### config.mk
export PLATFORM = sky130hd
export DESIGN_NAME = radial_spotlight_luminance_top_flat
export DESIGN_NICKNAME = d
export VERILOG_FILES = /design/src/rtl/rsl_pkg.sv /design/src/rtl/rsl_if.sv /design/src/rtl/rsl_dist.sv /design/src/rtl/rsl_isqrt.sv /design/src/rtl/rsl_scale.sv /design/src/rtl/radial_spotlight_luminance_top.sv /design/src/flat_wrapper.sv
export SDC_FILE = /design/constraint.sdc
export NUM_CORES = 1
export LEC_CHECK = 0
export BUFFER_PORTS_ARGS = -buffer_cell sky130_fd_sc_hd__buf_2
export CAP_MARGIN = 20
export CORE_MARGIN = 4
export CORE_UTILIZATION = 65
export DETAILED_ROUTE_END_ITERATION = 8
export GPL_ROUTABILITY_DRIVEN = 0
export GPL_TIMING_DRIVEN = 0
export PLACE_DENSITY = 0.84
export SLEW_MARGIN = 20
export SYNTH_ARGS = -nofsm -noshare
export SYNTH_HDL_FRONTEND = slang
export SYNTH_HIERARCHICAL = 1
export SYNTH_SLANG_ARGS = --single-unit
### constraint.sdc
create_clock -name clock -period 8.5 [get_ports clock]
set_input_delay 0.85 -clock clock [delete_from_list [all_inputs] [get_ports clock]]
set_output_delay 0.85 -clock clock [all_outputs]
set_load 0.05 [all_outputs]
### src/rtl/rsl_pkg.sv
// Shared types and constants for the radial spotlight luminance block.
package rsl_pkg;

   // Field widths
   localparam int COORD_W   = 12;
   localparam int LUM_W     = 16;
   localparam int CTR_W     = 14;
   localparam int CSR_IDX_W = 1;

   // Absolute coordinate difference: up to 4095 + 8192, fits the center width
   localparam int DIFF_W = CTR_W;

   // Distance only matters below the near limit, so the root is narrow
   localparam int NEAR_LIM = 160;
   localparam int ROOT_W   = 8;
   localparam int RAD_W    = 2 * ROOT_W;
   localparam int REM_W    = ROOT_W + 2;
   localparam int SQ_W     = 2 * ROOT_W;
   localparam int SUM_W    = SQ_W + 1;

   localparam logic [DIFF_W-1:0] NEAR_DIFF = DIFF_W'(NEAR_LIM);
   localparam logic [SUM_W-1:0]  NEAR_SQ   = SUM_W'(NEAR_LIM * NEAR_LIM);
   localparam logic [ROOT_W-1:0] NEAR_ROOT = ROOT_W'(NEAR_LIM);

   // Scale = factor / 200; far pixels use factor 40 (= 1/5)
   localparam int FACT_W = 8;
   localparam logic [FACT_W-1:0] FULL_FACT = FACT_W'(200);
   localparam logic [FACT_W-1:0] FAR_FACT  = FACT_W'(40);

   // /200 = (>>3) then /25 by reciprocal; exact for quotients below 2^21
   localparam int PROD_W      = LUM_W + FACT_W;
   localparam int PRE_SHIFT   = 3;
   localparam int QUO_W       = PROD_W - PRE_SHIFT;
   localparam int RECIP_SHIFT = 26;
   localparam int RECIP_W     = 22;
   localparam logic [RECIP_W-1:0] RECIP_25 = RECIP_W'((64'd1 << RECIP_SHIFT) / 25 + 1);
   localparam int MUL_W       = QUO_W + RECIP_W;

   // Pipeline depths
   localparam int DIST_STAGES  = 3;
   localparam int SQRT_STAGES  = ROOT_W / 2;
   localparam int SCALE_STAGES = 3;

   typedef enum logic [CSR_IDX_W-1:0] {
      CSR_CENTER_X = 1'b0,
      CSR_CENTER_Y = 1'b1
   } csr_idx_type;

   typedef struct packed {
      logic [COORD_W-1:0] pixel_x;
      logic [COORD_W-1:0] pixel_y;
      logic [LUM_W-1:0]   lum_in;
   } pix_type;

   typedef struct packed {
      logic [RAD_W-1:0] rad;
      logic             far;
      logic [LUM_W-1:0] lum;
   } rad_type;

   typedef struct packed {
      logic [ROOT_W-1:0] root;
      logic              far;
      logic [LUM_W-1:0]  lum;
   } root_type;

endpackage

### src/rtl/rsl_if.sv
// Valid/ready channel interfaces for request, response and register writes.
interface rsl_req_if;
   logic                          valid;
   logic                          ready;
   logic [rsl_pkg::COORD_W-1:0]   pixel_x;
   logic [rsl_pkg::COORD_W-1:0]   pixel_y;
   logic [rsl_pkg::LUM_W-1:0]     lum_in;

   modport source (output valid, pixel_x, pixel_y, lum_in, input ready);
   modport sink   (input valid, pixel_x, pixel_y, lum_in, output ready);
endinterface

interface rsl_rsp_if;
   logic                      valid;
   logic                      ready;
   logic [rsl_pkg::LUM_W-1:0] lum_out;

   modport source (output valid, lum_out, input ready);
   modport sink   (input valid, lum_out, output ready);
endinterface

interface rsl_csr_if;
   logic                          valid;
   logic                          ready;
   logic [rsl_pkg::CSR_IDX_W-1:0] index;
   logic [rsl_pkg::CTR_W-1:0]     data;

   modport source (output valid, index, data, input ready);
   modport sink   (input valid, index, data, output ready);
endinterface

### src/rtl/rsl_dist.sv
// Distance front end: abs differences, squares, near/far decision.
module rsl_dist (
   input  logic                        clock,
   input  logic                        reset,
   input  logic                        in_valid,
   output logic                        in_ready,
   input  rsl_pkg::pix_type            in_data,
   input  logic [rsl_pkg::CTR_W-1:0]   center_x,
   input  logic [rsl_pkg::CTR_W-1:0]   center_y,
   output logic                        out_valid,
   input  logic                        out_ready,
   output rsl_pkg::rad_type            out_data
);
   import rsl_pkg::*;

   logic [DIST_STAGES-1:0] vld_ff, vld_in, vld_prev;
   logic [DIST_STAGES:0]   rdy;

   logic [DIFF_W-1:0] ax_ff, ay_ff, ax_in, ay_in;
   logic [LUM_W-1:0]  lum1_ff, lum2_ff;
   logic [SQ_W-1:0]   sqx_ff, sqy_ff, sqx_in, sqy_in;
   logic              far2_ff, far2_in;
   logic [SUM_W-1:0]  sum;
   rad_type           rad_ff, rad_in;

   function automatic logic [DIFF_W-1:0] abs_diff(input logic [COORD_W-1:0] p,
                                                  input logic [CTR_W-1:0]   c);
      logic [CTR_W:0] d;
      d = {{(CTR_W + 1 - COORD_W){1'b0}}, p} - {c[CTR_W-1], c};
      return d[CTR_W] ? DIFF_W'(-d) : DIFF_W'(d);
   endfunction

   // stage advances when empty or when the next one moves
   always_comb begin
      rdy[DIST_STAGES] = out_ready;
      for (int i = DIST_STAGES - 1; i >= 0; i--) begin
         rdy[i] = !vld_ff[i] || rdy[i+1];
      end
      vld_prev = {vld_ff[DIST_STAGES-2:0], in_valid};
      for (int i = 0; i < DIST_STAGES; i++) begin
         vld_in[i] = rdy[i] ? vld_prev[i] : vld_ff[i];
      end
   end

   always_comb begin
      ax_in   = abs_diff(in_data.pixel_x, center_x);
      ay_in   = abs_diff(in_data.pixel_y, center_y);
      far2_in = (ax_ff >= NEAR_DIFF) || (ay_ff >= NEAR_DIFF);
      sqx_in  = SQ_W'(ax_ff[ROOT_W-1:0]) * SQ_W'(ax_ff[ROOT_W-1:0]);
      sqy_in  = SQ_W'(ay_ff[ROOT_W-1:0]) * SQ_W'(ay_ff[ROOT_W-1:0]);
      sum     = {1'b0, sqx_ff} + {1'b0, sqy_ff};
      rad_in.rad = sum[RAD_W-1:0];
      rad_in.far = far2_ff || (sum >= NEAR_SQ);
      rad_in.lum = lum2_ff;
   end

   always_ff @(posedge clock) begin
      if (reset) begin
         vld_ff <= '0;
      end else begin
         vld_ff <= vld_in;
      end
   end

   always_ff @(posedge clock) begin
      if (rdy[0]) begin
         ax_ff   <= ax_in;
         ay_ff   <= ay_in;
         lum1_ff <= in_data.lum_in;
      end
      if (rdy[1]) begin
         sqx_ff  <= sqx_in;
         sqy_ff  <= sqy_in;
         far2_ff <= far2_in;
         lum2_ff <= lum1_ff;
      end
      if (rdy[2]) begin
         rad_ff <= rad_in;
      end
   end

   assign in_ready  = rdy[0];
   assign out_valid = vld_ff[DIST_STAGES-1];
   assign out_data  = rad_ff;

endmodule

### src/rtl/rsl_isqrt.sv
// Pipelined digit-by-digit integer square root, two root bits per stage.
module rsl_isqrt (
   input  logic              clock,
   input  logic              reset,
   input  logic              in_valid,
   output logic              in_ready,
   input  rsl_pkg::rad_type  in_data,
   output logic              out_valid,
   input  logic              out_ready,
   output rsl_pkg::root_type out_data
);
   import rsl_pkg::*;

   typedef struct packed {
      logic [RAD_W-1:0]  rad;
      logic [REM_W-1:0]  rem;
      logic [ROOT_W-1:0] root;
      logic              far;
      logic [LUM_W-1:0]  lum;
   } sqrt_state_type;

   logic [SQRT_STAGES-1:0] vld_ff, vld_in, vld_prev;
   logic [SQRT_STAGES:0]   rdy;
   sqrt_state_type         st_ff [SQRT_STAGES];
   sqrt_state_type         st_in [SQRT_STAGES];
   sqrt_state_type         st_init;

   function automatic sqrt_state_type sqrt_step(input sqrt_state_type s,
                                                input logic [1:0]     pair);
      sqrt_state_type r;
      logic [REM_W-1:0] sh;
      logic [REM_W-1:0] trial;
      r     = s;
      sh    = {s.rem[REM_W-3:0], pair};
      trial = {s.root, 2'b01};
      if (sh >= trial) begin
         r.rem  = sh - trial;
         r.root = {s.root[ROOT_W-2:0], 1'b1};
      end else begin
         r.rem  = sh;
         r.root = {s.root[ROOT_W-2:0], 1'b0};
      end
      return r;
   endfunction

   always_comb begin
      rdy[SQRT_STAGES] = out_ready;
      for (int i = SQRT_STAGES - 1; i >= 0; i--) begin
         rdy[i] = !vld_ff[i] || rdy[i+1];
      end
      vld_prev = {vld_ff[SQRT_STAGES-2:0], in_valid};
      for (int i = 0; i < SQRT_STAGES; i++) begin
         vld_in[i] = rdy[i] ? vld_prev[i] : vld_ff[i];
      end
   end

   always_comb begin
      st_init.rad  = in_data.rad;
      st_init.rem  = '0;
      st_init.root = '0;
      st_init.far  = in_data.far;
      st_init.lum  = in_data.lum;
   end

   for (genvar s = 0; s < SQRT_STAGES; s++) begin : g_stage
      // stage s resolves root bits ROOT_W-1-2s and ROOT_W-2-2s
      localparam int HI = RAD_W - 2 - 4 * s;
      localparam int LO = HI - 2;
      if (s == 0) begin : g_first
         assign st_in[s] = sqrt_step(sqrt_step(st_init, st_init.rad[HI +: 2]),
                                     st_init.rad[LO +: 2]);
      end else begin : g_next
         assign st_in[s] = sqrt_step(sqrt_step(st_ff[s-1], st_ff[s-1].rad[HI +: 2]),
                                     st_ff[s-1].rad[LO +: 2]);
      end

      always_ff @(posedge clock) begin
         if (rdy[s]) begin
            st_ff[s] <= st_in[s];
         end
      end
   end

   always_ff @(posedge clock) begin
      if (reset) begin
         vld_ff <= '0;
      end else begin
         vld_ff <= vld_in;
      end
   end

   assign in_ready      = rdy[0];
   assign out_valid     = vld_ff[SQRT_STAGES-1];
   assign out_data.root = st_ff[SQRT_STAGES-1].root;
   assign out_data.far  = st_ff[SQRT_STAGES-1].far;
   assign out_data.lum  = st_ff[SQRT_STAGES-1].lum;

endmodule

### src/rtl/rsl_scale.sv
// Falloff scaling: lum * factor / 200 via reciprocal multiply, output register.
module rsl_scale (
   input  logic                      clock,
   input  logic                      reset,
   input  logic                      in_valid,
   output logic                      in_ready,
   input  rsl_pkg::root_type         in_data,
   output logic                      out_valid,
   input  logic                      out_ready,
   output logic [rsl_pkg::LUM_W-1:0] lum_out
);
   import rsl_pkg::*;

   logic [SCALE_STAGES-1:0] vld_ff, vld_in, vld_prev;
   logic [SCALE_STAGES:0]   rdy;

   logic [FACT_W-1:0] fac;
   logic [PROD_W-1:0] prod_ff, prod_in;
   logic [MUL_W-1:0]  mul_ff, mul_in;
   logic [LUM_W-1:0]  lum_out_ff, lum_out_in;

   always_comb begin
      rdy[SCALE_STAGES] = out_ready;
      for (int i = SCALE_STAGES - 1; i >= 0; i--) begin
         rdy[i] = !vld_ff[i] || rdy[i+1];
      end
      vld_prev = {vld_ff[SCALE_STAGES-2:0], in_valid};
      for (int i = 0; i < SCALE_STAGES; i++) begin
         vld_in[i] = rdy[i] ? vld_prev[i] : vld_ff[i];
      end
   end

   always_comb begin
      // far: 40/200 = 1/5, same as the fixed dimming
      fac        = in_data.far ? FAR_FACT : (FULL_FACT - in_data.root);
      prod_in    = PROD_W'(in_data.lum) * PROD_W'(fac);
      mul_in     = MUL_W'(prod_ff[PROD_W-1:PRE_SHIFT]) * MUL_W'(RECIP_25);
      lum_out_in = mul_ff[RECIP_SHIFT +: LUM_W];
   end

   always_ff @(posedge clock) begin
      if (reset) begin
         vld_ff <= '0;
      end else begin
         vld_ff <= vld_in;
      end
   end

   always_ff @(posedge clock) begin
      if (rdy[0]) begin
         prod_ff <= prod_in;
      end
      if (rdy[1]) begin
         mul_ff <= mul_in;
      end
      if (rdy[2]) begin
         lum_out_ff <= lum_out_in;
      end
   end

   assign in_ready  = rdy[0];
   assign out_valid = vld_ff[SCALE_STAGES-1];
   assign lum_out   = lum_out_ff;

endmodule

### src/rtl/radial_spotlight_luminance_top.sv
// Top level of the radial spotlight luminance block.
//
// Usage: one request per pixel on req_if (pixel_x, pixel_y, lum_in), one
// response per request on rsp_if (lum_out), in request order.
// lum_out = floor(lum_in * (200 - d) / 200) when d < 160, else
// floor(lum_in / 5), where d = floor(sqrt(dx^2 + dy^2)) from the center.
// Center registers are written through csr_if (index 0: center_x, index 1:
// center_y, 14-bit two's complement); csr_if is always ready. Write them
// only while no request is in flight.
// Throughput: one request per cycle while rsp_if is ready. Path from
// request acceptance to response valid: 3 distance stages, 4 square-root
// stages at two root bits each, 3 scaling stages ending in the output reg.
// Stall: each stage holds its item while the next one is full and stalled,
// so a stalled rsp_if backs up stage by stage; empty stages keep taking
// new requests until the pipeline is full, and req_if.ready then drops.
// Reset: clears all valid bits and both center registers to 0.
module radial_spotlight_luminance_top (
   input  logic clock,
   input  logic reset,
   rsl_req_if.sink   req_if,
   rsl_rsp_if.source rsp_if,
   rsl_csr_if.sink   csr_if
);
   import rsl_pkg::*;

   // Center registers
   logic [CTR_W-1:0] center_x_ff, center_x_in;
   logic [CTR_W-1:0] center_y_ff, center_y_in;

   // Inter-module channels
   pix_type  pix;
   logic     rad_vld, rad_rdy;
   rad_type  rad_data;
   logic     sq_vld, sq_rdy;
   root_type sq_data;

   assign csr_if.ready = 1'b1;

   always_comb begin
      center_x_in = center_x_ff;
      center_y_in = center_y_ff;
      if (csr_if.valid) begin
         unique case (csr_idx_type'(csr_if.index))
            CSR_CENTER_X: center_x_in = csr_if.data;
            CSR_CENTER_Y: center_y_in = csr_if.data;
         endcase
      end
   end

   always_ff @(posedge clock) begin
      if (reset) begin
         center_x_ff <= '0;
         center_y_ff <= '0;
      end else begin
         center_x_ff <= center_x_in;
         center_y_ff <= center_y_in;
      end
   end

   assign pix.pixel_x = req_if.pixel_x;
   assign pix.pixel_y = req_if.pixel_y;
   assign pix.lum_in  = req_if.lum_in;

   // |dx|, |dy|, squares, near/far test against 160^2
   rsl_dist u_dist (
      .clock     (clock),
      .reset     (reset),
      .in_valid  (req_if.valid),
      .in_ready  (req_if.ready),
      .in_data   (pix),
      .center_x  (center_x_ff),
      .center_y  (center_y_ff),
      .out_valid (rad_vld),
      .out_ready (rad_rdy),
      .out_data  (rad_data)
   );

   // 8-bit root of the (near-only) squared distance
   rsl_isqrt u_isqrt (
      .clock     (clock),
      .reset     (reset),
      .in_valid  (rad_vld),
      .in_ready  (rad_rdy),
      .in_data   (rad_data),
      .out_valid (sq_vld),
      .out_ready (sq_rdy),
      .out_data  (sq_data)
   );

   // lum * factor / 200, factor = 200 - d or 40 when far
   rsl_scale u_scale (
      .clock     (clock),
      .reset     (reset),
      .in_valid  (sq_vld),
      .in_ready  (sq_rdy),
      .in_data   (sq_data),
      .out_valid (rsp_if.valid),
      .out_ready (rsp_if.ready),
      .lum_out   (rsp_if.lum_out)
   );

   // A ready response side never backs up to the request side
   a_no_backpressure: assert property (@(posedge clock) disable iff (reset)
      rsp_if.ready |-> req_if.ready)
      else $error("request side stalled while response side ready");

   // Pipeline is empty right after reset
   a_reset_empty: assert property (@(posedge clock)
      $past(reset) |-> !rsp_if.valid)
      else $error("response valid right after reset");

   // A near pixel must have a root below the near limit
   a_near_root: assert property (@(posedge clock) disable iff (reset)
      (sq_vld && !sq_data.far) |-> (sq_data.root < NEAR_ROOT))
      else $error("near pixel with root at or above limit");

endmodule

### src/flat_wrapper.sv
// flat-port wrapper written by rule: the top's interface ports become plain ports
module radial_spotlight_luminance_top_flat import rsl_pkg::*;
  (clock, reset, req_if_valid, req_if_pixel_x, req_if_pixel_y, req_if_lum_in, req_if_ready, rsp_if_valid, rsp_if_lum_out, rsp_if_ready, csr_if_valid, csr_if_index, csr_if_data, csr_if_ready);
  rsl_req_if req_if_i ();
  rsl_rsp_if rsp_if_i ();
  rsl_csr_if csr_if_i ();
  input  logic clock;
  input  logic reset;
  input wire logic [$bits(req_if_i.valid)-1:0] req_if_valid;
  input wire logic [$bits(req_if_i.pixel_x)-1:0] req_if_pixel_x;
  input wire logic [$bits(req_if_i.pixel_y)-1:0] req_if_pixel_y;
  input wire logic [$bits(req_if_i.lum_in)-1:0] req_if_lum_in;
  output wire logic [$bits(req_if_i.ready)-1:0] req_if_ready;
  output wire logic [$bits(rsp_if_i.valid)-1:0] rsp_if_valid;
  output wire logic [$bits(rsp_if_i.lum_out)-1:0] rsp_if_lum_out;
  input wire logic [$bits(rsp_if_i.ready)-1:0] rsp_if_ready;
  input wire logic [$bits(csr_if_i.valid)-1:0] csr_if_valid;
  input wire logic [$bits(csr_if_i.index)-1:0] csr_if_index;
  input wire logic [$bits(csr_if_i.data)-1:0] csr_if_data;
  output wire logic [$bits(csr_if_i.ready)-1:0] csr_if_ready;
  assign req_if_i.valid = req_if_valid;
  assign req_if_i.pixel_x = req_if_pixel_x;
  assign req_if_i.pixel_y = req_if_pixel_y;
  assign req_if_i.lum_in = req_if_lum_in;
  assign req_if_ready = req_if_i.ready;
  assign rsp_if_valid = rsp_if_i.valid;
  assign rsp_if_lum_out = rsp_if_i.lum_out;
  assign rsp_if_i.ready = rsp_if_ready;
  assign csr_if_i.valid = csr_if_valid;
  assign csr_if_i.index = csr_if_index;
  assign csr_if_i.data = csr_if_data;
  assign csr_if_ready = csr_if_i.ready;
  radial_spotlight_luminance_top u_core (.clock(clock), .reset(reset), .req_if(req_if_i), .rsp_if(rsp_if_i), .csr_if(csr_if_i));
endmodule
# Word level (Yosys, flattened, before mapping)
# Memory sizes are Yosys's and may differ from the RTL's.
# Index checks and enable logic that the tools add are counted.
[classes]
addsub = 14
mul = 4
n_lt_le_gt_ge = 11
muxes = 19
bitwise = 1
n_reduce_logical = 24
[ops]
columns = ["op", "count"]
rows = [
  ["18-bit 2-to-1 mux", 4],
  ["10-bit greater-or-equal comparator", 7],
  ["16-bit 2-to-1 mux", 4],
  ["21-bit by 22-bit multiplier with 42-bit output (second input constant)", 1],
  ["10-bit subtractor", 4],
  ["8-bit by 8-bit multiplier with 16-bit output", 2],
  ["13-bit by 14-bit subtractor with 15-bit output", 2],
  ["14-bit by 8-bit greater-or-equal comparator with 1-bit output (second input constant)", 2],
  ["14-bit 2-to-1 mux", 2],
  ["14-bit negation", 2],
  ["16-bit by 8-bit multiplier with 24-bit output", 1],
  ["8-bit subtractor", 3],
  ["16-bit by 16-bit adder with 17-bit output", 1],
  ["17-bit by 15-bit greater-or-equal comparator with 1-bit output (second input constant)", 1],
  ["1-bit logical OR", 12],
  ["1-bit logical NOT", 10],
  ["1-bit 2-to-1 mux", 8],
  ["8-bit 2-to-1 mux", 1],
  ["8-bit subtractor (first input constant)", 1],
  ["2-bit AND reduction", 2],
  ["2-bit by 1-bit subtractor with 3-bit output (second input constant)", 1],
  ["2-bit by 1-bit greater-or-equal comparator with 1-bit output (second input constant)", 1],
  ["1-bit inverter", 1],
]
[totals]
register_bits = 246
mem_bits_rw = 204
in_bits = 60
output_inout_bits = 19
memories = 1
[memory_table]
columns = ["memory", "depth", "word_bits", "read_ports", "rd_ports_with_merged_regs", "write_ports", "line_no", "rtl"]
rows = [
  ["u_core.u_isqrt.st_ff", 4, 51, 4, 0, 4, "rsl_isqrt.sv:24", "sqrt_state_type st_ff [SQRT_STAGES];"],
]

# Logic depth before layout (Yosys ltp)
# Gate-level depths: netlist of the first run.
[logic_depth]
ltp_word = 11
mapped_depth = 25
ltp_nobuf = 24

# Modules after synthesis
# Netlist of the first run, hierarchy kept.
[by_module_without_submodules]
columns = ["mod", "instances", "cells_each", "area_per_inst_um2", "seq_area_each_um2"]
rows = [
  ["rsl_scale", 1, 1265, 13096.3, 1651.6],
  ["rsl_dist", 1, 902, 9709.3, 3783.6],
  ["rsl_isqrt", 1, 461, 6408.6, 4134.0],
  ["radial_spotlight_luminance_top", 1, 111, 1193.6, 560.5],
]

# Worst setup path after synthesis of the first run
# No wires, ideal clock.
[synth_timing]
kind = "reg-to-reg"
start = "register u_core.u_scale.prod_ff[7]"
end = "register u_core.u_scale.mul_ff[31], data pin"
setup_ns = 0.258
arrival_ns = 5.806
t_required_ns = 8.242
path_slack_ns = 2.435
path_stages_with_launch = 21
cell_sequence = "edfxtp_1 > inv_1 > fa_1 > fa_1 > fa_1 > fa_1 > fa_1 > inv_1 > fa_1 > inv_1 > fa_1 > inv_1 > ha_1 > o21ai_0 > nor2_1 > a2111oi_1 > a211oi_1 > or2_1 > a21o_1 > a211oi_1 > nor2_1"
[synth_between]
elab_chain_len = 1
[synth_lines]
columns = ["item", "line_no", "rtl"]
rows = [
  ["from (decl)", "rsl_scale.sv:18", "logic [PROD_W-1:0] prod_ff, prod_in;"],
  ["from (signal assigned)", "rsl_scale.sv:51", "prod_ff <= prod_in;"],
  ["21-bit by 22-bit multiplier with 42-bit output", "rsl_scale.sv:37", "mul_in = MUL_W'(prod_ff[PROD_W-1:PRE_SHIFT]) * MUL_W'(RECIP_25);"],
  ["net u_core.u_scale.mul_in[31]", "rsl_scale.sv:19", "logic [MUL_W-1:0] mul_ff, mul_in;"],
  ["to (signal assigned)", "rsl_scale.sv:54", "mul_ff <= mul_in;"],
  ["to (decl)", "rsl_scale.sv:19", ""],
]
# The timed path passes the listed nets, and every way through them passes these cells.
# A chain may end at the register's enable or synchronous reset.

# Final worst setup path of the first run
[layout_timing]
start = "register u_core.u_scale.prod_ff[7]"
end = "register u_core.u_scale.mul_ff[37], data pin"
# The elaborated chain is that of the path after synthesis.

==> results, run 1 <==
- The global-route wire length before repair is 106,000 um.
- The largest individual stage delay along the critical path comes from the cell sky130_fd_sc_hd__edfxtp_1.
- The clock drives 350 sinks.
- TritonCTS built the clock tree.
- Using the TritonRoute via totals, the vias-per-cell ratio works out to 5.74.
- In this run the worst hold path is classified as register to register.
- After clock tree synthesis, the clock-pin slew on the worst setup and hold paths is 0.06 ns.
- The share of the Yosys chip area taken by registers is 0.333.
- The endpoint type of the worst setup path is a register.
- Setup violations remaining at the end of the flow were counted as 0.
- The number of nets in the synthesized netlist is 3,474.
- Dividing the final minimum period by the clock period gives 0.818.
- The y dimension of the die is 224 um.
- The endpoint identified for the worst register-to-register timing path is u_core/u_scale/mul_ff[37]$_DFFE_PP_.
- After synthesis, the mean cell area works out to 11.1 um^2.
- Input and output buffers added on the ports amount to 77.
- After synthesis the cells add up to 30,400 um^2.
- The source-to-sink clock delay at the later pin of the worst-skew pair is 0.54 ns.
- Among cell families on the critical path, the largest total delay comes from adder cells.
- The buffer levels on the longest clock path is 3.
- The first routing iteration left 1,163 violations.
- The layout cell share with drive strength beyond 1 is 0.0714.
- The critical path goes through inv_1 > fa_1 > fa_1 > fa_1 > fa_1 > fa_1 > inv_1 > fa_1 > inv_1 > fa_1 > inv_1 > ha_1 > o21ai_0 > nor2_1 > a2111oi_1 > a211oi_1 > o21ai_2 > nand3b_1 > a21o_1 > a311oi_1.
- The share of async-settable or async-resettable flops after synthesis is 0.
- The final period demand of the worst path is 6.95 ns.
- The highest cell delay on the worst timing path is 0.59 ns.
- The total count of hold-check failures in the final report is 0.
- STA classifies the critical path startpoint as a register.
- The number of max-slew violations in the final report is 0.
- STA puts the critical path data arrival time at 7.32 ns.
- The placed wire-length estimate is 49,000 um.
- For this design the top-level I/O count stands at 79.
- The register bit total from synthesis is 350.
- The initial utilization of the core area, before any placement, comes to 0.664.
- Setup repair after global routing left no endpoint under its margin.
- The type of the setup path with the least slack is register to register.
- The root buffer cell chosen for the clock tree is sky130_fd_sc_hd__clkbuf_16.
- During synthesis, Yosys emitted a total of 6 warnings.
- The length of the first detailed-routing pass in iterations is 6.
- The final layout net count is 3,593.
- The clock tree synthesis step divided the H-tree into 2 levels.
- The number of hold buffers added after CTS was 0.
- The number of max-capacitance violations reported is 0.
- The peak fanout along the critical path is 7.
- In this run the worst setup path terminates at u_core/u_scale/mul_ff[37]$_DFFE_PP_.
- In this design, the critical path's most frequently occurring cell is sky130_fd_sc_hd__fa_1.
- The number of global-route vias before repair is 22.0k.
- After technology mapping, the gate count stands at 2,739.
- The average wire per standard cell is 17.7 um.
- The logic depth of the worst setup path including buffers is 20.
- The total negative slack is 0 ns.
- The largest net degree at the start of global routing is 38.
- Gates resized during post-CTS repair numbered 0.
- The layout has 3,034 filler cells.
- The number of different library cells used by synthesis comes to 94.
- The most critical setup path has its startpoint at u_core/u_scale/prod_ff[7]$_DFFE_PP_.
- Across every metal layer, demand over resource in global routing totals 0.255.
- The flow ran to the end, and the final reports show no timing, DRC or antenna violations.
- Between clock sinks in the finished design, the worst skew comes to 0.0154 ns.
- Post-CTS timing repair inserted 0 buffers for setup.
- The standard-cell row count is 78.
- The routed design has 61,700 um of wire.
- Among all flip-flop cells after synthesis, the most frequent one is sky130_fd_sc_hd__edfxtp_1.
- The worst max-slew margin expressed relative to the limit is 0.337.
- After global routing the overflow that remains totals 0.
- Together, buffers and inverters on the worst path number 4.
- The horizontal die dimension is 224 um.
- The number of clock buffers added by TritonCTS is 37.
- The worst-case reg-to-reg path depth is 20.
- The floorplan step defined a core boundary enclosing 45,800 um^2.
- The count of nets left with antenna violations once routing finished came out at 0.
- From synthesis to final layout, the design area changed by 7.95%.
- At the pin with the least slew margin, the transition time is 0.993 ns.
- At the worst endpoint, the required time is 8.87 ns.
- The launch instance of the worst min-delay path is u_core/u_scale/mul_ff[38]$_DFFE_PP_.
- The startpoint identified for the worst register-to-register timing path is u_core/u_scale/prod_ff[7]$_DFFE_PP_.
- The floorplan step defined a die boundary enclosing 50,300 um^2.
- Setup slack on the worst reg-to-reg path comes out at 1.55 ns.
- The routed via count is 20.0k.
- In the routed design, unresolved DRC markers number 0.
- The initial antenna violation count was 1.
- Derived from the worst setup path, the maximum achievable clock frequency is 144 MHz.
- The number of flops mapped to enable cells by yosys is 312.
- The post-route worst hold slack is 0.408 ns.
[routing by layer]
metal  share of wire  track usage  vias to the layer above
met4           0.035       0.0923                        2
met2            0.53        0.470                      572
li1                -            -                     9375
met1            0.39        0.307                     9892
met5         0.00021            0                        -
met3           0.047       0.0328                      168
[cells in the final DEF (no fill, tap or decap), types with 42 or more instances in the layout]
cell,netlist,routed
sky130_fd_sc_hd__xor2_1,43,43
sky130_fd_sc_hd__buf_2,2,79
sky130_fd_sc_hd__ha_1,384,384
sky130_fd_sc_hd__nand2_1,125,122
sky130_fd_sc_hd__nor2_1,114,114
sky130_fd_sc_hd__nor2b_1,45,45
sky130_fd_sc_hd__edfxtp_1,312,312
sky130_fd_sc_hd__nand2b_1,56,56
sky130_fd_sc_hd__inv_1,521,518
sky130_fd_sc_hd__fa_1,291,291
sky130_fd_sc_hd__xnor2_1,96,96
sky130_fd_sc_hd__and2_1,124,124
sky130_fd_sc_hd__a21oi_1,98,98
sky130_fd_sc_hd__o21ai_0,56,56
sky130_fd_sc_hd__mux2i_1,42,42
[through the flow]
| stage | utilization | std cells | worst slack (ns) | cell area [um^2] |
|---|---|---|---|---|
| after floorplan | - | 2739 | 2.44 | 30400 |
| after global placement | 0.689 | 3416 | 1.35 | 31500 |
| after detailed placement | 0.691 | 3419 | 1.59 | 31600 |
| after CTS | 0.717 | 3486 | 1.56 | 32800 |
| after global routing | 0.717 | 3486 | 1.07 | 32800 |
| final | 0.717 | 3487 | 1.55 | 32800 |
[layout make-up]
cell class	instances	area, um^2	area share
Antenna cell	1	2.50	0.0000762
Buffer	39	194	0.00591
Clock buffer	45	987	0.0301
Clock inverter	22	210	0.00640
Inverter	523	1960	0.0598
Multi-Input combinational cell	1827	18100	0.552
Sequential cell	350	10100	0.309
Tap cell	600	751	0.0229
Timing Repair Buffer	80	460	0.0140
[flip-flops by register name, indices dropped and copies added (netlist names), 16 cells and up]
register	flops
u_core/u_dist/lum1_ff	16
u_core/u_dist/lum2_ff	16
u_core/u_dist/out_data	33
u_core/u_isqrt/st_ff	135
u_core/u_scale/lum_out	16
u_core/u_scale/mul_ff	16
u_core/u_scale/prod_ff	21
[kinds of logic after synthesis]
family | share of synthesized area
XOR/XNOR | 0.0406
AO/OA/AOI/OAI | 0.0811
AND/OR/NAND/NOR | 0.107
other | 0.000123
buffers and inverters | 0.0710
flip-flops | 0.333
multiplexers | 0.0173
adder cells (fa/ha/maj) | 0.350
[how the worst min path moves through the flow]
stage,endpoint,slack [ns],depth (start not counted)
after floorplan,u_core/u_dist/lum2_ff[0]$_DFFE_PP_,0.40,0
after global placement,u_core/u_dist/lum2_ff[8]$_DFFE_PP_,0.40,0
after detailed placement,u_core/u_dist/lum2_ff[15]$_DFFE_PP_,0.40,0
after CTS,u_core/u_isqrt/st_ff[1][41]$_DFFE_PP_,0.41,0
after global routing,u_core/u_isqrt/st_ff[3][14]$_DFFE_PP_,0.42,0
final,u_core/u_scale/lum_out[12]$_DFFE_PP_,0.41,0
[synth_stat cells (5+ instances only)]
cell / number / area share
sky130_fd_sc_hd__a2111oi_0: 5 / 0.0014
sky130_fd_sc_hd__a211o_1: 6 / 0.0017
sky130_fd_sc_hd__a211oi_1: 15 / 0.0037
sky130_fd_sc_hd__a21o_1: 33 / 0.0081
sky130_fd_sc_hd__a21oi_1: 98 / 0.016
sky130_fd_sc_hd__a221oi_1: 6 / 0.0017
sky130_fd_sc_hd__a31oi_1: 11 / 0.0023
sky130_fd_sc_hd__and2_1: 124 / 0.026
sky130_fd_sc_hd__and3_1: 20 / 0.0041
sky130_fd_sc_hd__clkbuf_1: 30 / 0.0037
sky130_fd_sc_hd__dfxtp_1: 38 / 0.025
sky130_fd_sc_hd__edfxtp_1: 312 / 0.31
sky130_fd_sc_hd__fa_1: 291 / 0.19
sky130_fd_sc_hd__ha_1: 384 / 0.16
sky130_fd_sc_hd__inv_1: 521 / 0.064
sky130_fd_sc_hd__mux2i_1: 42 / 0.014
sky130_fd_sc_hd__nand2_1: 125 / 0.015
sky130_fd_sc_hd__nand2b_1: 56 / 0.012
sky130_fd_sc_hd__nand3_1: 28 / 0.0046
sky130_fd_sc_hd__nand3b_1: 5 / 0.0012
sky130_fd_sc_hd__nand4_1: 5 / 0.0010
sky130_fd_sc_hd__nor2_1: 114 / 0.014
sky130_fd_sc_hd__nor2b_1: 45 / 0.0093
sky130_fd_sc_hd__nor3_1: 21 / 0.0035
sky130_fd_sc_hd__nor4_1: 11 / 0.0023
sky130_fd_sc_hd__o211ai_1: 12 / 0.0030
sky130_fd_sc_hd__o21a_1: 21 / 0.0052
sky130_fd_sc_hd__o21ai_0: 56 / 0.0092
sky130_fd_sc_hd__o21ai_1: 7 / 0.0012
sky130_fd_sc_hd__o21bai_1: 10 / 0.0025
sky130_fd_sc_hd__o22ai_1: 5 / 0.0010
sky130_fd_sc_hd__o31ai_1: 5 / 0.0012
sky130_fd_sc_hd__or2_2: 16 / 0.0033
sky130_fd_sc_hd__or3_1: 11 / 0.0023
sky130_fd_sc_hd__xnor2_1: 96 / 0.028
sky130_fd_sc_hd__xor2_1: 43 / 0.012
Power of run 1 is left out: the tool's default activity adds up to more than one toggle a clock period on the data nets, which glitch-free logic cannot reach.
==> run 2, diff against run 1 <==
clock period = 6.95 ns   (was 8.5 ns; I/O delays follow)
==> run 2 against run 1 <==
Effect of this change:
- core utilization is 0.12 points higher
- cell count hardly changed
- critical path depth is 2 lower
- die area stayed put
- hold slack worse by 0.071 ns
- routed wire length hardly changed
- cell area is 0.17% higher
- largest cell class unchanged
==> results, run 2 (synthesis gave the netlist of run 1 again) <==
- The run finished with clean final reports.
- The initial antenna violation count is 1 (unchanged).
- The highest cell delay on the worst timing path came to 0.66 ns (+0.07 ns).
- The top-level I/O count came to 79 (unchanged).
- The total setup violations reported at the end of the flow is 0 (unchanged).
- The source-to-sink clock delay at the later pin of the worst-skew pair is 0.54 ns (about the same).
- The worst setup path is captured at a register.
- The buffer levels on the longest clock path came to 3 (unchanged).
- The most frequent standard cell in the layout excluding fill and tap cells is sky130_fd_sc_hd__inv_1.
- The final layout net count was 3,596 (+0.083%).
- The remaining antenna violation count is 0 (unchanged).
- The register cell area after layout was 10,100 um^2 (unchanged).
- The total wire length after detailed routing is 61,700 um (about the same).
- The quantity of hold-fixing buffers added after cts is 0 (unchanged).
- The standard-cell row count is 78 (unchanged).
- The most used cell along the critical path is sky130_fd_sc_hd__fa_1.
- The post-route worst hold slack came to 0.336 ns (-0.0714 ns).
- The CTS tree is done.
- The critical path launch point type is a register.
- The total negative slack is 0 ns (unchanged).
- Setup repair after global routing left no endpoint under its margin.
- The core area came to 45,800 um^2 (unchanged).
- The number of clock buffers inserted by TritonCTS was 37 (unchanged).
- The number of filler cells placed in the layout is 3,022 (-0.40%).
- The post-detailed-route via-to-cell ratio was 5.74 (about the same).
- The starting utilization of the core area is 0.664 (unchanged).
- The peak fanout along the critical path was 6 (-1).
- The number of global-route vias before repair is 22.0k (unchanged).
- The residual overflow from global routing came to 0 (unchanged).
- The worst path arrival time was 7.06 ns (-0.26 ns).
- The largest register by flop count is u_core/u_isqrt/st_ff.
- The worst hold path class is input port to register.
- The highest achievable clock rate is 150 MHz (+3.9%).
- The global-route wire length before repair is 106,000 um (unchanged).
- The final period utilization came to 0.962 (+0.145).
- Leaving out fill and tap cells, the most frequent cells in the layout are 518 x sky130_fd_sc_hd__inv_1, 384 x sky130_fd_sc_hd__ha_1, 312 x sky130_fd_sc_hd__edfxtp_1, 290 x sky130_fd_sc_hd__fa_1, 124 x sky130_fd_sc_hd__and2_1.
- The die footprint is 50,300 um^2 (unchanged).
- The slowest stage of the critical path belongs to the cell sky130_fd_sc_hd__fa_2.
- Traced cell by cell, the critical path runs through fa_2 > inv_1 > fa_1 > fa_1 > inv_1 > fa_1 > fa_1 > fa_1 > fa_1 > ha_1 > a21o_1 > a21o_1 > a2111oi_2 > o21ai_1 > o21ai_2 > nand3b_1 > a21o_1 > a311oi_1.
- The layout cell share with drive strength beyond 1 came to 0.0748 (+0.00339).
- The post-route non-filler standard cell count is 3,490 (+0.086%).
- The global router's overall resource usage is 0.255 (unchanged).
- The count of H-tree levels built during CTS is 2 (unchanged).
- The total count of hold-check failures in the final report is 0 (unchanged).
- CTS placed an instance of sky130_fd_sc_hd__clkbuf_16 at the clock tree root.
- The number of max-capacitance violations reported is 0 (unchanged).
- The combined area of the multi-input logic cells came to 18,200 um^2 (+0.17%).
- Compared with the post-synthesis result, the final layout area differs by 8.14%.
- The cell count after placement is 3,419 (unchanged).
- The clock-pin slew on the worst setup and hold paths is 0.06 ns (about the same).
- The transition time of the tightest slew-check pin was 1.01 ns (+0.0141 ns).
- The flip-flop count of the largest register, all copies and words added is 135 (unchanged).
- The average wire per standard cell is 17.7 um (about the same).
- The placed wire-length estimate is 49,000 um (unchanged).
- The data required time at the worst endpoint is 7.32 ns (-1.55 ns).
- The DRC violations left is 0 (unchanged).
- The length of the first detailed-routing pass in iterations was 7 (+1).
- The y dimension of the die is 224 um (unchanged).
- The type of the setup path with the least slack is register to register.
- The starting DRC count in detailed routing is 1,156 (-0.60%).
- The horizontal die dimension was 224 um (unchanged).
- The clock tree skew after final layout is 0.0180 ns (+0.00255 ns).
- The number of max-slew violations in the final report is 0 (unchanged).
- The quantity of I/O buffers inserted on ports is 77 (unchanged).
- The worst max-slew margin expressed relative to the limit is 0.328 (-0.00943).
- The largest net degree at the start of global routing came to 38 (unchanged).
- The routed via count is 20.0k (+0.13%).
- The number of clock sinks seen by CTS is 350 (unchanged).
- The final period demand of the worst path is 6.69 ns (-0.262 ns).
==> run 2: cell types whose count changed in the layout (fill, tap and decap cells not counted) <==
| cell | change |
|---|---|
| sky130_fd_sc_hd__nor2_2 | +1 |
| sky130_fd_sc_hd__fa_1 | -1 |
| sky130_fd_sc_hd__a2111oi_4 | +1 |
| sky130_fd_sc_hd__a2111oi_1 | -1 |
| sky130_fd_sc_hd__buf_4 | +3 |
| sky130_fd_sc_hd__a211oi_1 | -1 |
| sky130_fd_sc_hd__fa_2 | +1 |
| sky130_fd_sc_hd__a211oi_2 | +1 |
| sky130_fd_sc_hd__a21oi_2 | +1 |
| sky130_fd_sc_hd__a21oi_1 | -1 |
| sky130_fd_sc_hd__clkbuf_1 | -2 |
| sky130_fd_sc_hd__clkbuf_2 | +2 |
| sky130_fd_sc_hd__nor2_1 | -1 |
==> run 2: what timing repair did <==
action                                  in CTS  in global routing
hold endpoints to repair                     0                  0
endpoints found under the setup margin       0                 15
buffers inserted                             0                  3
gates resized for setup                      0                 10
==> run 2: cell type report <==
| class | count | area share |
|---|---|---|
| Clock buffer | 45 | 0.0300 |
| Buffer | 39 | 0.00597 |
| Multi-Input combinational cell | 1827 | 0.552 |
| Inverter | 523 | 0.0597 |
| Timing Repair Buffer | 83 | 0.0147 |
| Tap cell | 600 | 0.0228 |
| Clock inverter | 22 | 0.00639 |
| Sequential cell | 350 | 0.308 |
| Antenna cell | 1 | 0.0000761 |
==> run 2: final timing paths <==
check | cells past startpoint | from | slack (ns) | to
hold / removal | 1 | req_if_lum_in[9] | 0.34 | u_core/u_dist/lum1_ff[9]$_DFFE_PP_
setup reg to reg | 18 | u_core/u_scale/prod_ff[11]$_DFFE_PP_ | 0.26 | u_core/u_scale/mul_ff[37]$_DFFE_PP_
hold reg to reg | 0 | u_core/u_scale/mul_ff[38]$_DFFE_PP_ | 0.40 | u_core/u_scale/lum_out[12]$_DFFE_PP_
setup / recovery | 18 | u_core/u_scale/prod_ff[11]$_DFFE_PP_ | 0.26 | u_core/u_scale/mul_ff[37]$_DFFE_PP_
==> run 2: critical path, delay by kind of cell (launching register included) <==
family | cells | cell delay (ns)
buffers and inverters | 2 | 0.14
flip-flops | 1 | 0.56
AND/OR/NAND/NOR | 1 | 0.22
AO/OA/AOI/OAI | 7 | 1.75
adder cells (fa/ha/maj) | 8 | 3.85
==> run 2: per-stage QoR <==
| stage | cell area [um^2] | worst slack, ns | util |
|---|---|---|---|
| finish | 32900 | 0.263 | 0.718 |
| global placement | 31500 | 0.102 | 0.689 |
| detailed placement | 31600 | 0.0392 | 0.691 |
| floorplan | 30400 | 0.885 | - |
| CTS | 32800 | 0.00748 | 0.717 |
| global route | 32900 | 0.00151 | 0.718 |
==> run 2: metal layers <==
layer  GRT usage  part of all wire  routed length, um  vias to the layer above
li1            -                 -                  -                     9381
met1       0.307              0.39              24000                     9900
met3      0.0328             0.046               2830                      167
met2       0.470              0.53              32800                      586
met5           0           0.00021                 13                        -
met4      0.0923             0.035               2140                        2
Power of run 2 is left out for the same reason.
==> run 3, diff against run 2 <==
PLACE_DENSITY = 0.85   (was 0.84)
SYNTH_HIERARCHICAL = unset   (was 1)
==> run 3 against run 2 <==
Effect of this change:
- synthesized cell count decreased by 0.73%
- routed wire length about the same
- area after synthesis decreased by 2.3%
- flip-flop and latch count unchanged
- cell count about the same
- global-route usage increased by 0.16 points
- fmax decreased by 0.68%
- register-to-register slack got worse by 0.05 ns
- die area decreased by 2.2%
==> results, run 3 <==
- The prevailing post-synth register cell is sky130_fd_sc_hd__edfxtp_1.
- The die footprint is 49,200 um^2 (-2.2%).
- The number of max-capacitance violations reported is 0 (unchanged).
- The tree is rooted in a sky130_fd_sc_hd__clkbuf_16.
- Compared with the post-synthesis result, the final layout area differs by 9.22%.
- The highest cell delay on the worst timing path was 0.59 ns (-0.07 ns).
- The global router's overall resource usage is 0.256 (+0.00157).
- The library cells used most frequently in the layout, excluding fill and tap cells, are 520 x sky130_fd_sc_hd__inv_1, 383 x sky130_fd_sc_hd__ha_1, 312 x sky130_fd_sc_hd__edfxtp_1, 291 x sky130_fd_sc_hd__fa_1, 174 x sky130_fd_sc_hd__nand2_1.
- The DRC violations left is 0 (unchanged).
- The number of filler cells placed in the layout is 2,985 (-1.2%).
- The worst setup path is captured at a register.
- The total setup violations reported at the end of the flow is 0 (unchanged).
- In the post-synthesis netlist, the cell with the most instances is sky130_fd_sc_hd__inv_1.
- The worst hold path class is input port to register.
- The final layout net count is 3,595 (-0.028%).
- By area the synthesized netlist is led by sky130_fd_sc_hd__edfxtp_1 32%, sky130_fd_sc_hd__fa_1 20%, sky130_fd_sc_hd__ha_1 16%.
- The core area is 45,300 um^2 (-1.1%).
- The share of async-settable or async-resettable flops after synthesis was 0 (unchanged).
- The initial antenna violation count is 0 (-1).
- The critical path launch point type is a register.
- The number of clock buffers inserted by TritonCTS is 39 (+5.4%).
- The number of instances in the synthesized netlist is 2,719 (-0.73%).
- The CTS tree is done.
- The number of clock sinks seen by CTS is 350 (unchanged).
- The count of H-tree levels built during CTS is 2 (unchanged).
- The largest register by flop count is u_core.u_isqrt.st_ff.
- The mean instance size in the synthesized netlist was 10.9 um^2 (-1.5%).
- By count the netlist is led by 524 x sky130_fd_sc_hd__inv_1, 386 x sky130_fd_sc_hd__ha_1, 312 x sky130_fd_sc_hd__edfxtp_1.
- The top-area cell type share of the netlist area is 0.315 (+0.00713).
- The transition time of the tightest slew-check pin is 0.877 ns (-0.131 ns).
- The number of distinct standard cells referenced by the synthesized netlist is 76 (-19%).
- The core utilization of the finished layout came to 0.717 (-0.00157).
- The worst max-slew margin expressed relative to the limit is 0.415 (+0.0872).
- The post-synthesis cell area was 29,700 um^2 (-2.3%).
- The layout cell share with drive strength beyond 1 came to 0.0738 (-0.00101).
- The worst path arrival time is 7.05 ns (about the same).
- The flip-flop count of the largest register, all copies and words added is 135 (unchanged).
- The largest net degree at the start of global routing is 47 (+24%).
- The critical path goes through inv_2 > fa_1 > fa_1 > fa_1 > fa_1 > fa_1 > inv_1 > fa_1 > inv_1 > fa_1 > inv_1 > ha_4 > and4_1 > nand4_1 > o22ai_1 > o211ai_1 > a31oi_2 > a21o_2 > o211ai_1 > xnor2_1.
- The top-level I/O count came to 79 (unchanged).
- The starting DRC count in detailed routing came to 1,244 (+7.6%).
- The buffer levels on the longest clock path is 3 (unchanged).
- The starting utilization of the core area came to 0.656 (-0.00804).
- The standard-cell row count was 78 (unchanged).
- The placed wire-length estimate was 48,300 um (-1.4%).
- The final period utilization was 0.969 (+0.00661).
- The total buffers and inverters traversed by the critical path is 4 (+2).
- The largest area contributor in the netlist is sky130_fd_sc_hd__edfxtp_1.
- Among all stages on the critical path, the largest delay is contributed by sky130_fd_sc_hd__fa_1.
- The length of the first detailed-routing pass in iterations is 7 (unchanged).
- The total negative slack was 0 ns (unchanged).
- The y dimension of the die is 222 um (-1.1%).
- The peak fanout along the critical path is 6 (unchanged).
- The highest achievable clock rate is 149 MHz (-0.68%).
- The final period demand of the worst path is 6.73 ns (+0.0459 ns).
- The internal reg-to-reg setup slack came to 0.22 ns (-0.05 ns).
- The source-to-sink clock delay at the later pin of the worst-skew pair came to 0.57 ns (+0.03 ns).
- The remaining antenna violation count is 0 (unchanged).
- The average wire per standard cell is 17.7 um (about the same).
- The kind of cell adding the most delay to the critical path is adder cells.
- The number of max-slew violations in the final report is 0 (unchanged).
- The data required time at the worst endpoint is 7.27 ns (-0.05 ns).
- The horizontal die dimension was 222 um (-1.1%).
- The global-route wire length before repair is 104,000 um (-1.7%).
- The run finished with clean final reports.
- The post-detailed-route via-to-cell ratio is 5.77 (+0.45%).
- The library cell used most frequently in the layout, excluding fill and tap cells, is sky130_fd_sc_hd__inv_1.
- The portion of the post-synthesis area used by sequential elements came to 0.341 (+0.00771).
- The routed via count is 20.1k (+0.39%).
- The number of global-route vias before repair is 21.8k (-1.2%).
- The post-route non-filler standard cell count came to 3,488 (-0.057%).
- The number of antenna diodes is 0 (-1).
- The number of flops mapped to enable cells by yosys is 312 (unchanged).
- The cell count after placement was 3,399 (-0.58%).
- The residual overflow from global routing is 0 (unchanged).
- The worst setup path is of the register to register kind.
- The clock-pin slew on the worst setup and hold paths is 0.06 ns (about the same).
- The total wire length after detailed routing was 61,700 um (about the same).
- The post-detailed-placement cell area came to 30,900 um^2 (-2.2%).
- The final design instance area without fill came to 32,500 um^2 (-1.3%).
- The register bit total from synthesis is 350 (unchanged).
- The total count of hold-check failures in the final report is 0 (unchanged).
- The quantity of I/O buffers inserted on ports came to 76 (-1.3%).
- By instance count, the cell type seen most on the critical path is sky130_fd_sc_hd__fa_1.
- The number of synthesis warnings is 0 (-6).
- The clock tree skew after final layout was 0.0287 ns (+0.0107 ns).
- The quantity of hold-fixing buffers added after cts was 0 (unchanged).
-- run 3: per-stage QoR --
step	hold WS, ns	setup slack, ns
3_3_place_gp	0.401	-0.397
3_5_place_dp	0.405	-0.547
5_1_grt	0.288	-0.00446
2_1_floorplan	0.400	0.307
6_report	0.308	0.217
4_1_cts	0.281	0.0136
-- run 3: final timing paths --
path                                                     startpoint                                   to  depth (start not counted)
worst max-delay path            u_core.u_scale.prod_ff[7]$_DFFE_PP_  u_core.u_scale.mul_ff[41]$_DFFE_PP_                         20
worst max register to register  u_core.u_scale.prod_ff[7]$_DFFE_PP_  u_core.u_scale.mul_ff[41]$_DFFE_PP_                         20
worst min register to register  u_core.u_scale.mul_ff[34]$_DFFE_PP_  u_core.u_scale.lum_out[8]$_DFFE_PP_                          0
worst min-delay path                               req_if_lum_in[7]   u_core.u_dist.lum1_ff[7]$_DFFE_PP_                          1
-- run 3: logic make-up after synthesis --
logic type,after synthesis,synth area share
adder cells (fa/ha/maj),677,0.359
XOR/XNOR,145,0.0430
buffers and inverters,558,0.0706
AND/OR/NAND/NOR,613,0.103
multiplexers,12,0.00438
AO/OA/AOI/OAI,362,0.0796
flip-flops,350,0.341
other,2,0.000253
-- run 3: area by class of cell --
class / count / area [um^2] / area share
sequential: 350 / 10100 / 0.312
clock inverter: 18 / 228 / 0.00702
timing repair buffer: 97 / 583 / 0.0180
multi-input combinational: 1812 / 17600 / 0.542
tap: 600 / 751 / 0.0231
buffer: 34 / 134 / 0.00412
clock buffer: 53 / 1070 / 0.0329
inverter: 524 / 1970 / 0.0606
-- run 3: what timing repair did --
action                     in CTS  in global routing
cloned                          0                  0
pin swaps                       1                 11
setup endpoints to repair      10                 14
buffers inserted                6                 12
gates resized for setup         5                 15
-- run 3: routing by layer --
metal / global-route usage / share of wire / vias up / wire, um
met5: 0 / 0 / - / 0
li1: - / - / 9353 / -
met4: 0.108 / 0.045 / 0 / 2750
met3: 0.0396 / 0.061 / 215 / 3790
met2: 0.461 / 0.52 / 714 / 31900
met1: 0.308 / 0.38 / 9833 / 23200
Power of run 3 is left out for the same reason.
